`src/hw/rtl/crt3_pkg.sv`:
```
// ----------------------------------------------------------------------------
// crt3_pkg: shared types and constants of the three-prime CRT recomposer
// Widths, register indexes, the micro-operation program of the Garner
// sequence, and the command and status bundles between controller and
// datapath.
// ----------------------------------------------------------------------------
package crt3_pkg;

  // Field and storage widths.
  localparam int RES_W    = 62;
  localparam int LIMB_W   = 64;
  localparam int WIN_W    = 256;
  localparam int VAL_W    = 192;
  localparam int Q_W      = 124;
  localparam int W_W      = 128;
  localparam int OFF_W    = 7;
  localparam int CB_W     = 7;
  localparam int CNT_W    = 25;
  localparam int IDX_W    = 3;
  localparam int BIT_W    = 6;
  localparam int MAX_RES  = 5;
  localparam int LEFT_W   = 3;

  // Configuration register indexes.
  localparam logic [IDX_W-1:0] REG_P0     = 3'd0;
  localparam logic [IDX_W-1:0] REG_P1     = 3'd1;
  localparam logic [IDX_W-1:0] REG_P2     = 3'd2;
  localparam logic [IDX_W-1:0] REG_INV01  = 3'd3;
  localparam logic [IDX_W-1:0] REG_INV012 = 3'd4;
  localparam logic [IDX_W-1:0] REG_CB     = 3'd5;
  localparam logic [IDX_W-1:0] REG_PL     = 3'd6;

  // Micro-operation kinds.
  typedef enum logic [2:0] {
    K_MM, K_WM, K_SUB12, K_ADD12, K_SUB1D
  } kind_e;

  // Multiplicand selects.
  typedef enum logic [2:0] {
    A_ONE, A_D, A_T1, A_P0, A_Q
  } asel_e;

  // Multiplier (bit-scanned operand) selects.
  typedef enum logic [3:0] {
    B_R0, B_R1, B_R2, B_A0, B_INV01, B_INV012, B_P0, B_P1, B_C1, B_C2
  } bsel_e;

  // Modulus selects.
  typedef enum logic [1:0] {
    P_ZERO, P_ONE, P_TWO
  } psel_e;

  // Result destinations.
  typedef enum logic [3:0] {
    D_A0, D_T1, D_T2, D_C1, D_C2, D_D, D_Q, D_W, D_V
  } dst_e;

  typedef struct packed {
    kind_e kind;
    asel_e asel;
    bsel_e bsel;
    psel_e psel;
    dst_e  dst;
  } uop_t;

  localparam int OP_W    = 4;
  localparam int NUM_OPS = 15;

  // Garner program: residue reductions, c1, c2, then the wide products.
  function automatic uop_t uop(input logic [OP_W-1:0] op);
    uop_t u;
    case (op)
      4'd0:    u = '{K_MM,    A_ONE, B_R0,     P_ZERO, D_A0};
      4'd1:    u = '{K_MM,    A_ONE, B_R1,     P_ONE,  D_T1};
      4'd2:    u = '{K_MM,    A_ONE, B_A0,     P_ONE,  D_T2};
      4'd3:    u = '{K_SUB12, A_ONE, B_R0,     P_ONE,  D_D};
      4'd4:    u = '{K_MM,    A_D,   B_INV01,  P_ONE,  D_C1};
      4'd5:    u = '{K_MM,    A_ONE, B_P0,     P_TWO,  D_T1};
      4'd6:    u = '{K_MM,    A_T1,  B_C1,     P_TWO,  D_T2};
      4'd7:    u = '{K_MM,    A_ONE, B_A0,     P_TWO,  D_T1};
      4'd8:    u = '{K_ADD12, A_ONE, B_R0,     P_TWO,  D_D};
      4'd9:    u = '{K_MM,    A_ONE, B_R2,     P_TWO,  D_T1};
      4'd10:   u = '{K_SUB1D, A_ONE, B_R0,     P_TWO,  D_D};
      4'd11:   u = '{K_MM,    A_D,   B_INV012, P_TWO,  D_C2};
      4'd12:   u = '{K_WM,    A_P0,  B_P1,     P_ZERO, D_Q};
      4'd13:   u = '{K_WM,    A_P0,  B_C1,     P_ZERO, D_W};
      4'd14:   u = '{K_WM,    A_Q,   B_C2,     P_ZERO, D_V};
      default: u = '{K_SUB12, A_ONE, B_R0,     P_ZERO, D_D};
    endcase
    return u;
  endfunction

  // Controller to datapath.
  typedef struct packed {
    logic             capture;
    logic             emit;
    logic             emit_last;
    logic             emit_err;
    logic             clear;
    logic             boff_sub;
    logic             boff_add;
    logic             init;
    logic             step;
    logic             fin;
    logic             exec;
    logic             wadd;
    logic [OP_W-1:0]  op;
    logic [BIT_W-1:0] idx;
  } cmd_t;

  // Datapath to controller.
  typedef struct packed {
    logic             boff_high;
    logic             out_free;
    logic             item_last;
    logic             win_hi_nz;
    logic [CNT_W-1:0] rem;
  } sts_t;

endpackage

```
`src/hw/rtl/crt3_controller.sv`:
```
// ----------------------------------------------------------------------------
// crt3_controller: sequencer of the recomposer
// Checks the offset and emits a due limb, walks the Garner program one
// micro-operation at a time, adds into the window, and drains on the last item.
// ----------------------------------------------------------------------------
module crt3_controller import crt3_pkg::*; (
  input  logic clk_i,
  input  logic rst_ni,
  input  logic in_valid_i,
  output logic in_ready_o,
  input  sts_t sts_i,
  output cmd_t cmd_o
);

  localparam logic [2:0] S_IDLE  = 3'd0;
  localparam logic [2:0] S_PRE   = 3'd1;
  localparam logic [2:0] S_INIT  = 3'd2;
  localparam logic [2:0] S_ITER  = 3'd3;
  localparam logic [2:0] S_FIN   = 3'd4;
  localparam logic [2:0] S_WADD  = 3'd5;
  localparam logic [2:0] S_DRAIN = 3'd6;

  logic [2:0]        state_q, state_d;
  logic [OP_W-1:0]   op_q, op_d;
  logic [BIT_W-1:0]  cnt_q, cnt_d;
  logic              npre_q, npre_d;
  logic [LEFT_W-1:0] left_q, left_d;
  logic              err_q, err_d;
  logic [LEFT_W-1:0] cap;
  logic              op_last;
  uop_t              u;

  assign u       = uop(op_q);
  assign op_last = op_q == OP_W'(NUM_OPS - 1);
  assign cap     = npre_q ? LEFT_W'(MAX_RES - 1) : LEFT_W'(MAX_RES);

  assign in_ready_o = state_q == S_IDLE;

  // Next state and commands.
  always_comb begin
    state_d = state_q;
    op_d    = op_q;
    cnt_d   = cnt_q;
    npre_d  = npre_q;
    left_d  = left_q;
    err_d   = err_q;
    cmd_o     = '0;
    cmd_o.op  = op_q;
    cmd_o.idx = BIT_W'(RES_W - 1) - cnt_q;
    case (state_q)
      S_IDLE: begin
        if (in_valid_i) begin
          cmd_o.capture = 1'b1;
          npre_d  = 1'b0;
          state_d = S_PRE;
        end
      end
      S_PRE: begin
        if (!sts_i.boff_high) begin
          op_d    = '0;
          state_d = S_INIT;
        end else if (sts_i.out_free) begin
          cmd_o.emit     = 1'b1;
          cmd_o.boff_sub = 1'b1;
          npre_d = 1'b1;
        end
      end
      S_INIT: begin
        if (u.kind == K_MM || u.kind == K_WM) begin
          cmd_o.init = 1'b1;
          cnt_d   = '0;
          state_d = S_ITER;
        end else begin
          cmd_o.exec = 1'b1;
          op_d    = op_q + OP_W'(1);
          state_d = op_last ? S_WADD : S_INIT;
        end
      end
      S_ITER: begin
        cmd_o.step = 1'b1;
        if (cnt_q == BIT_W'(RES_W - 1)) begin
          state_d = S_FIN;
        end else begin
          cnt_d = cnt_q + BIT_W'(1);
        end
      end
      S_FIN: begin
        cmd_o.fin = 1'b1;
        op_d    = op_q + OP_W'(1);
        state_d = op_last ? S_WADD : S_INIT;
      end
      S_WADD: begin
        cmd_o.wadd = 1'b1;
        if (!sts_i.item_last) begin
          cmd_o.boff_add = 1'b1;
          state_d = S_IDLE;
        end else begin
          // Drain length is clamped to at least one and to the free slots.
          if (sts_i.rem == '0) begin
            left_d = LEFT_W'(1);
            err_d  = 1'b1;
          end else if (sts_i.rem > CNT_W'(cap)) begin
            left_d = cap;
            err_d  = 1'b1;
          end else begin
            left_d = sts_i.rem[LEFT_W-1:0];
            err_d  = 1'b0;
          end
          state_d = S_DRAIN;
        end
      end
      S_DRAIN: begin
        if (sts_i.out_free) begin
          cmd_o.emit = 1'b1;
          if (left_q == LEFT_W'(1)) begin
            cmd_o.emit_last = 1'b1;
            cmd_o.emit_err  = err_q || sts_i.win_hi_nz;
            cmd_o.clear     = 1'b1;
            state_d = S_IDLE;
          end else begin
            left_d = left_q - LEFT_W'(1);
          end
        end
      end
      default: state_d = S_IDLE;
    endcase
  end

  always_ff @(posedge clk_i or negedge rst_ni) begin
    if (!rst_ni) begin
      state_q <= S_IDLE;
      op_q    <= '0;
      cnt_q   <= '0;
      npre_q  <= 1'b0;
      left_q  <= '0;
      err_q   <= 1'b0;
    end else begin
      state_q <= state_d;
      op_q    <= op_d;
      cnt_q   <= cnt_d;
      npre_q  <= npre_d;
      left_q  <= left_d;
      err_q   <= err_d;
    end
  end

  // A limb is only loaded when the output register can take it.
  assert property (@(posedge clk_i) disable iff (!rst_ni) cmd_o.emit |-> sts_i.out_free)
    else $error("limb emitted while output register busy");

  // An accepted coefficient blocks the input until it is finished.
  assert property (@(posedge clk_i) disable iff (!rst_ni)
    in_valid_i && in_ready_o |=> !in_ready_o)
    else $error("input accepted twice in a row");

  // The drain never schedules more limbs than one step may produce.
  assert property (@(posedge clk_i) disable iff (!rst_ni)
    state_q == S_DRAIN |-> left_q != '0 && left_q <= LEFT_W'(MAX_RES))
    else $error("drain count out of range");

endmodule

```
`config.mk`:
```
export PLATFORM = sky130hd
export DESIGN_NAME = crt3_controller
export DESIGN_NICKNAME = d
export VERILOG_FILES = /design/src/hw/rtl/crt3_pkg.sv /design/src/hw/rtl/crt3_controller.sv
export SDC_FILE = /design/constraint.sdc
export NUM_CORES = 1
export LEC_CHECK = 0
export BUFFER_PORTS_ARGS = -buffer_cell sky130_fd_sc_hd__buf_2
export CORE_MARGIN = 2
export CORE_UTILIZATION = 45
export CTS_BUF_LIST = sky130_fd_sc_hd__clkbuf_4 sky130_fd_sc_hd__clkbuf_8
export CTS_CLUSTER_DIAMETER = 120
export DETAILED_ROUTE_END_ITERATION = 8
export GPL_TIMING_DRIVEN = 1
export PLACE_DENSITY = 0.74
export REMOVE_ABC_BUFFERS = 1
export SETUP_SLACK_MARGIN = 0.1
export SYNTH_ARGS = -nofsm -noshare
export SYNTH_HDL_FRONTEND = slang
export SYNTH_SLANG_ARGS = --single-unit
```
`constraint.sdc`:
```
create_clock -name clk_i -period 3.4 [get_ports clk_i]
set_input_delay 0.34 -clock clk_i [delete_from_list [all_inputs] [get_ports clk_i]]
set_output_delay 0.34 -clock clk_i [all_outputs]
set_load 0.05 [all_outputs]
```
# Yosys cells after proc, flatten, opt, wreduce, memory -nomap -nowiden
# Memories as Yosys holds them, arrays and structs flattened.
# Cells that the tools add are included.
[word_totals]
mem_bits_ro = 256
elab_cells = 95
n_memories = 1
input_bits = 32
register_bits = 18
[op_classes]
n_addsub = 4
muxes = 46
order_cmp = 1
n_reduce_logical = 15
n_eq_ne = 22
[memory_table]
columns = ["memory", "depth", "width", "read_ports", "rd_clocked_by_memory_dff", "write_ports", "line_no", "source"]
rows = [
  ["(name not given)", 16, 16, 1, 0, 0, "crt3_pkg.sv:72", "case (op)"],
]
[op_table]
columns = ["op", "n"]
rows = [
  ["$mux 3", 15],
  ["$gt 25x3->1", 1],
  ["$logic_not 25->1", 1],
  ["$ne 2x2->1 const B", 12],
  ["$pmux 3 s7", 1],
  ["$mux 1", 20],
  ["$mux 4", 3],
  ["$mux 6", 2],
  ["$pmux 4 s3", 1],
  ["$pmux 6 s2", 1],
  ["$eq 3x1->1 const B", 3],
  ["$eq 3x3->1 const B", 3],
  ["$reduce_and 4->1", 2],
  ["$add 6x1->6 const B", 1],
  ["$eq 3x2->1 const B", 2],
  ["$eq 6x6->1 const B", 1],
  ["$logic_not 3->1", 2],
  ["$pmux 3 s2", 1],
  ["$reduce_and 3->1", 2],
  ["$reduce_bool 2->1", 3],
  ["$sub 6x6->6 const A", 1],
  ["$reduce_and 5->1", 1],
  ["$add 4x1->4 const B", 1],
  ["$eq 4x4->1 const B", 1],
  ["other kinds (5)", 7],
]

# Depth between registers and ports, before layout
[depth]
ltp_word = 6
ltp_mapped = 7
mapped_depth_nobuf = 7

# Worst setup path before layout
# Ideal clock, no wire load.
[synth_timing]
path_kind = "register to output"
from = "reg state_q[0]"
to = "out cmd_o[21] in the netlist's numbering"
t_required_ns = 3.060
t_arrival_ns = 2.391
path_stages_with_launch = 5
n_path_buf = 2
path_slack_ns = 0.669
path_cell_list = "dfrtp_1 > buf_4 > clkbuf_1 > nor3_1 > and2_1"
[synth_rtl]
columns = ["element", "line_no", "source"]
rows = [
  ["from (decl)", "crt3_controller.sv:23", "logic [2:0] state_q, state_d;"],
  ["from (signal assigned)", "crt3_controller.sv:138", "state_q <= state_d;"],
  ["to (decl)", "crt3_controller.sv:12", "output cmd_t cmd_o"],
]

==> results by group <==
CTS
  • Latest clock arrival within the worst-skew pair: 290 ps
  • Clock Path Buffers: 2
  • Worst-path clk slew: about 90 ps
  • Post-CTS setup buffers: 0
  • H-tree Lvls: 1
  • Cts bufs inserted: 3
  • # resized after CTS: 0
  • CTS tree: yes
  • Root Buffer: clkbuf_4
  • Hold bufs inserted after CTS: 1
  • TritonCTS Sinks: 18

Timing
  • RSZ-0062 raised after global routing: no
  • Worst Skew: approximately 2.3 ps
  • Final min period: 2555 ps
  • Worst slew pin tran: 487.5 ps
  • TNS Setup: 0 ps
  • Slew Viols, Final: 0
  • Setup slack after layout: approximately 840 ps
  • Final period util: between 70% and 80%
  • Slew HR: 67.50%
  • Fin. Hold Viols: 0
  • Max Fclk: 0.3914 GHz
  • Setup violators final: 0

Worst setup path
  • Worst Reg-to-Reg Cells: 7
  • Reg2Reg Launch Point: op_q[0]
  • Critical path required time: between 3000 and 4000 ps
  • Critical Path AT: about 2200 ps
  • Critical path origin: op_q[0]
  • Crit path launch type: register
  • Category of the most critical setup path: register to output pin
  • Reg2Reg Capture Point: cnt_q[5]
  • Worst reg2reg setup slack: 1280 ps
  • CP Capture Point: cmd_o[14]
  • Worst setup EP type: output pin
  • Top fanout value on the critical path: 6

Floorplan
  • Die area: 3824 sq um
  • Row count: 20
  • # IOs: 55
  • Die Y-Extent: 61.84 um
  • Core area: 3128 sq um
  • Initial Util: 48.12%
  • Horiz. Die Dim: 61.84 um

Yosys
  • Synthesized area: approximately 1500 sq um
  • Mean Syn Cell Area: between 8 and 9 sq um
  • Warnings, synthesis: 0
  • Unique masters post-synth: 53
  • Synth Register Bits: 18
  • Gate Count Post-Synth: 172
  • Post-synth EDFFs: 0
  • Synth Flop Type: dfrtp_1
  • Sequential share of the synthesized area: 29.93%
  • Fraction of registers with async set/reset: 100.0%

Placement
  • Post-detail-place hpwl: 2662 um
  • RD Place Congestion: ~0.90
  • # port buffers: 54
  • Place WS: 1169 ps

Hold path
  • Worst hold path startpoint: in_valid_i
  • Worst hold path class: primary input to register

Power
  • Worst VDD drop: 557.7 uV
  • Leak: 0.8943 nW
  • Fraction of power consumed by the clock network: 8.0%
  • Gate power share: 60.7%
  • Seq pwr share: between 30% and 40%
  • Design Power: 1.283 mW
  • Sw power: 0.6889 mW
  • Switching part of the total: 53.70%
  • Cell-internal power: between 0.5 and 0.6 mW
  • PD cells: 712.5 nW/um^2

GRT
  • Global-route wire length before repair: slightly above 5000 um
  • GR Util All Layers: 18.03%
  • Pin count of the biggest net entering global routing: 19
  • Initial antenna violation count: 0
  • Grt total ovfl: 0
  • Vias in the first global route: 1173

Drt
  • WL final: roughly 3300 um
  • DR iter-0 viols: 70
  • Drt pass-1 iters: 4
  • Vias: 1386
  • DRC: 0
  • Vias per inst: approximately 5.2
  • Routed wire length per instance: ~12 um
  • DRT antenna net count: 0

Layout
  • Antenna fix cells: 0
  • Syn-to-layout area delta: 19.62%
  • Nets: 266
  • Share of layout cells above drive strength 1: between 30% and 40%
  • Layout Utilization: 57.56%

Job
  • MaxCap Viol Count: 0

Run status
  • Status: finished, final reports clean
==> worst max-delay path, cell delays in order, from the launching register on <==
cell	delay, ps
dfrtp_1	420
inv_1	120
ha_1	240
or3_4	410
a31oi_4	230
and2_2	240
buf_2	280
==> power groups by stage <==
stage | Clock (mW) | Sequential (mW) | Combinational (mW)
after floorplan | 0 | 0.454 | 0.557
after global placement | 0 | 0.401 | 0.777
after global routing | 0.116 | 0.422 | 0.858
after detailed placement | 0 | 0.406 | 0.784
final | 0.102 | 0.402 | 0.779
after CTS | 0.107 | 0.402 | 0.787
==> sequential cells by signal, summed over array words and instances (netlist names) <==
| register | count |
|---|---|
| cnt_q | 6 |
| op_q | 4 |
| left_q | 3 |
| state_q | 3 |
| err_q | 1 |
| npre_q | 1 |
==> cell usage after synthesis, types with 4 or more instances <==
library cell | instances | area share (%)
inv_1 | 13 | 3.2
dfrtp_1 | 18 | 30
nor2_1 | 14 | 3.5
ha_1 | 11 | 9.1
o21ai_0 | 11 | 3.7
a21oi_1 | 4 | 1.3
nand2_1 | 15 | 3.7
nor4_1 | 5 | 2.1
nand2b_1 | 4 | 1.7
nand3_1 | 8 | 2.7
xor2_1 | 4 | 2.3
==> layout by cell type (no fill, tap or decap), types with 3 or more instances in the layout <==
cell	n
nand2_1	15
dfrtp_1	18
xor2_1	4
nand3_1	8
nor2b_1	3
a31oi_1	3
nor3_1	3
ha_1	11
mux2_2	3
a21oi_1	4
inv_1	13
or3_1	3
clkbuf_4	3
o21ai_0	11
buf_2	54
nand2b_1	4
nor4_1	5
nor2_1	14
==> cell type report <==
type | instances | area, sq um
fillers | 293 | 1328
multi-input cells | 132 | 943.4
flip-flops and latches | 18 | 450.4
repair buffers | 55 | 280.3
well taps | 44 | 55.05
inverters | 13 | 48.80
clock buffers | 3 | 22.52
==> logic make-up (layout without fill, tap and decap cells) <==
group | after synthesis | after routing | synth area share, %
multiplexers | 5 | 5 | 3.574
XOR/XNOR | 5 | 5 | 2.909
AND/OR/NAND/NOR | 76 | 76 | 29.09
AO/OA/AOI/OAI | 35 | 35 | 17.96
adder cells (fa/ha/maj) | 11 | 11 | 9.144
flip-flops | 18 | 18 | 29.93
buffers and inverters | 22 | 71 | 7.398
==> per-layer routing <==
layer  vias up  part of all wire (%)  wire, um  track usage, %
met3         4                   5.8       192           4.141
met2        43                    48      1584           29.02
met5         -                     0         0               0
met1       628                    45      1479           24.04
li1        711                     -         -               -
met4         0                  0.94        31           5.775
==> metrics by stage <==
stage	hold WS (ps)	instances	cell area, sq um
detailed placement	298.0	261	1768
global placement	300.9	261	1768
global route	357.0	265	1800
floorplan	44.41	163	1443
CTS	355.9	265	1800
finish	358.7	265	1800
==> worst min-delay path by stage <==
stage	endpoint	slack (ps)	cells past startpoint
finish	npre_q	360	3
global route	npre_q	360	3
CTS	npre_q	360	3
detailed placement	cnt_q[3]	300	1
global placement	cnt_q[5]	300	1
floorplan	cnt_q[0]	40	0
Power figures use the tool's default switching activity.
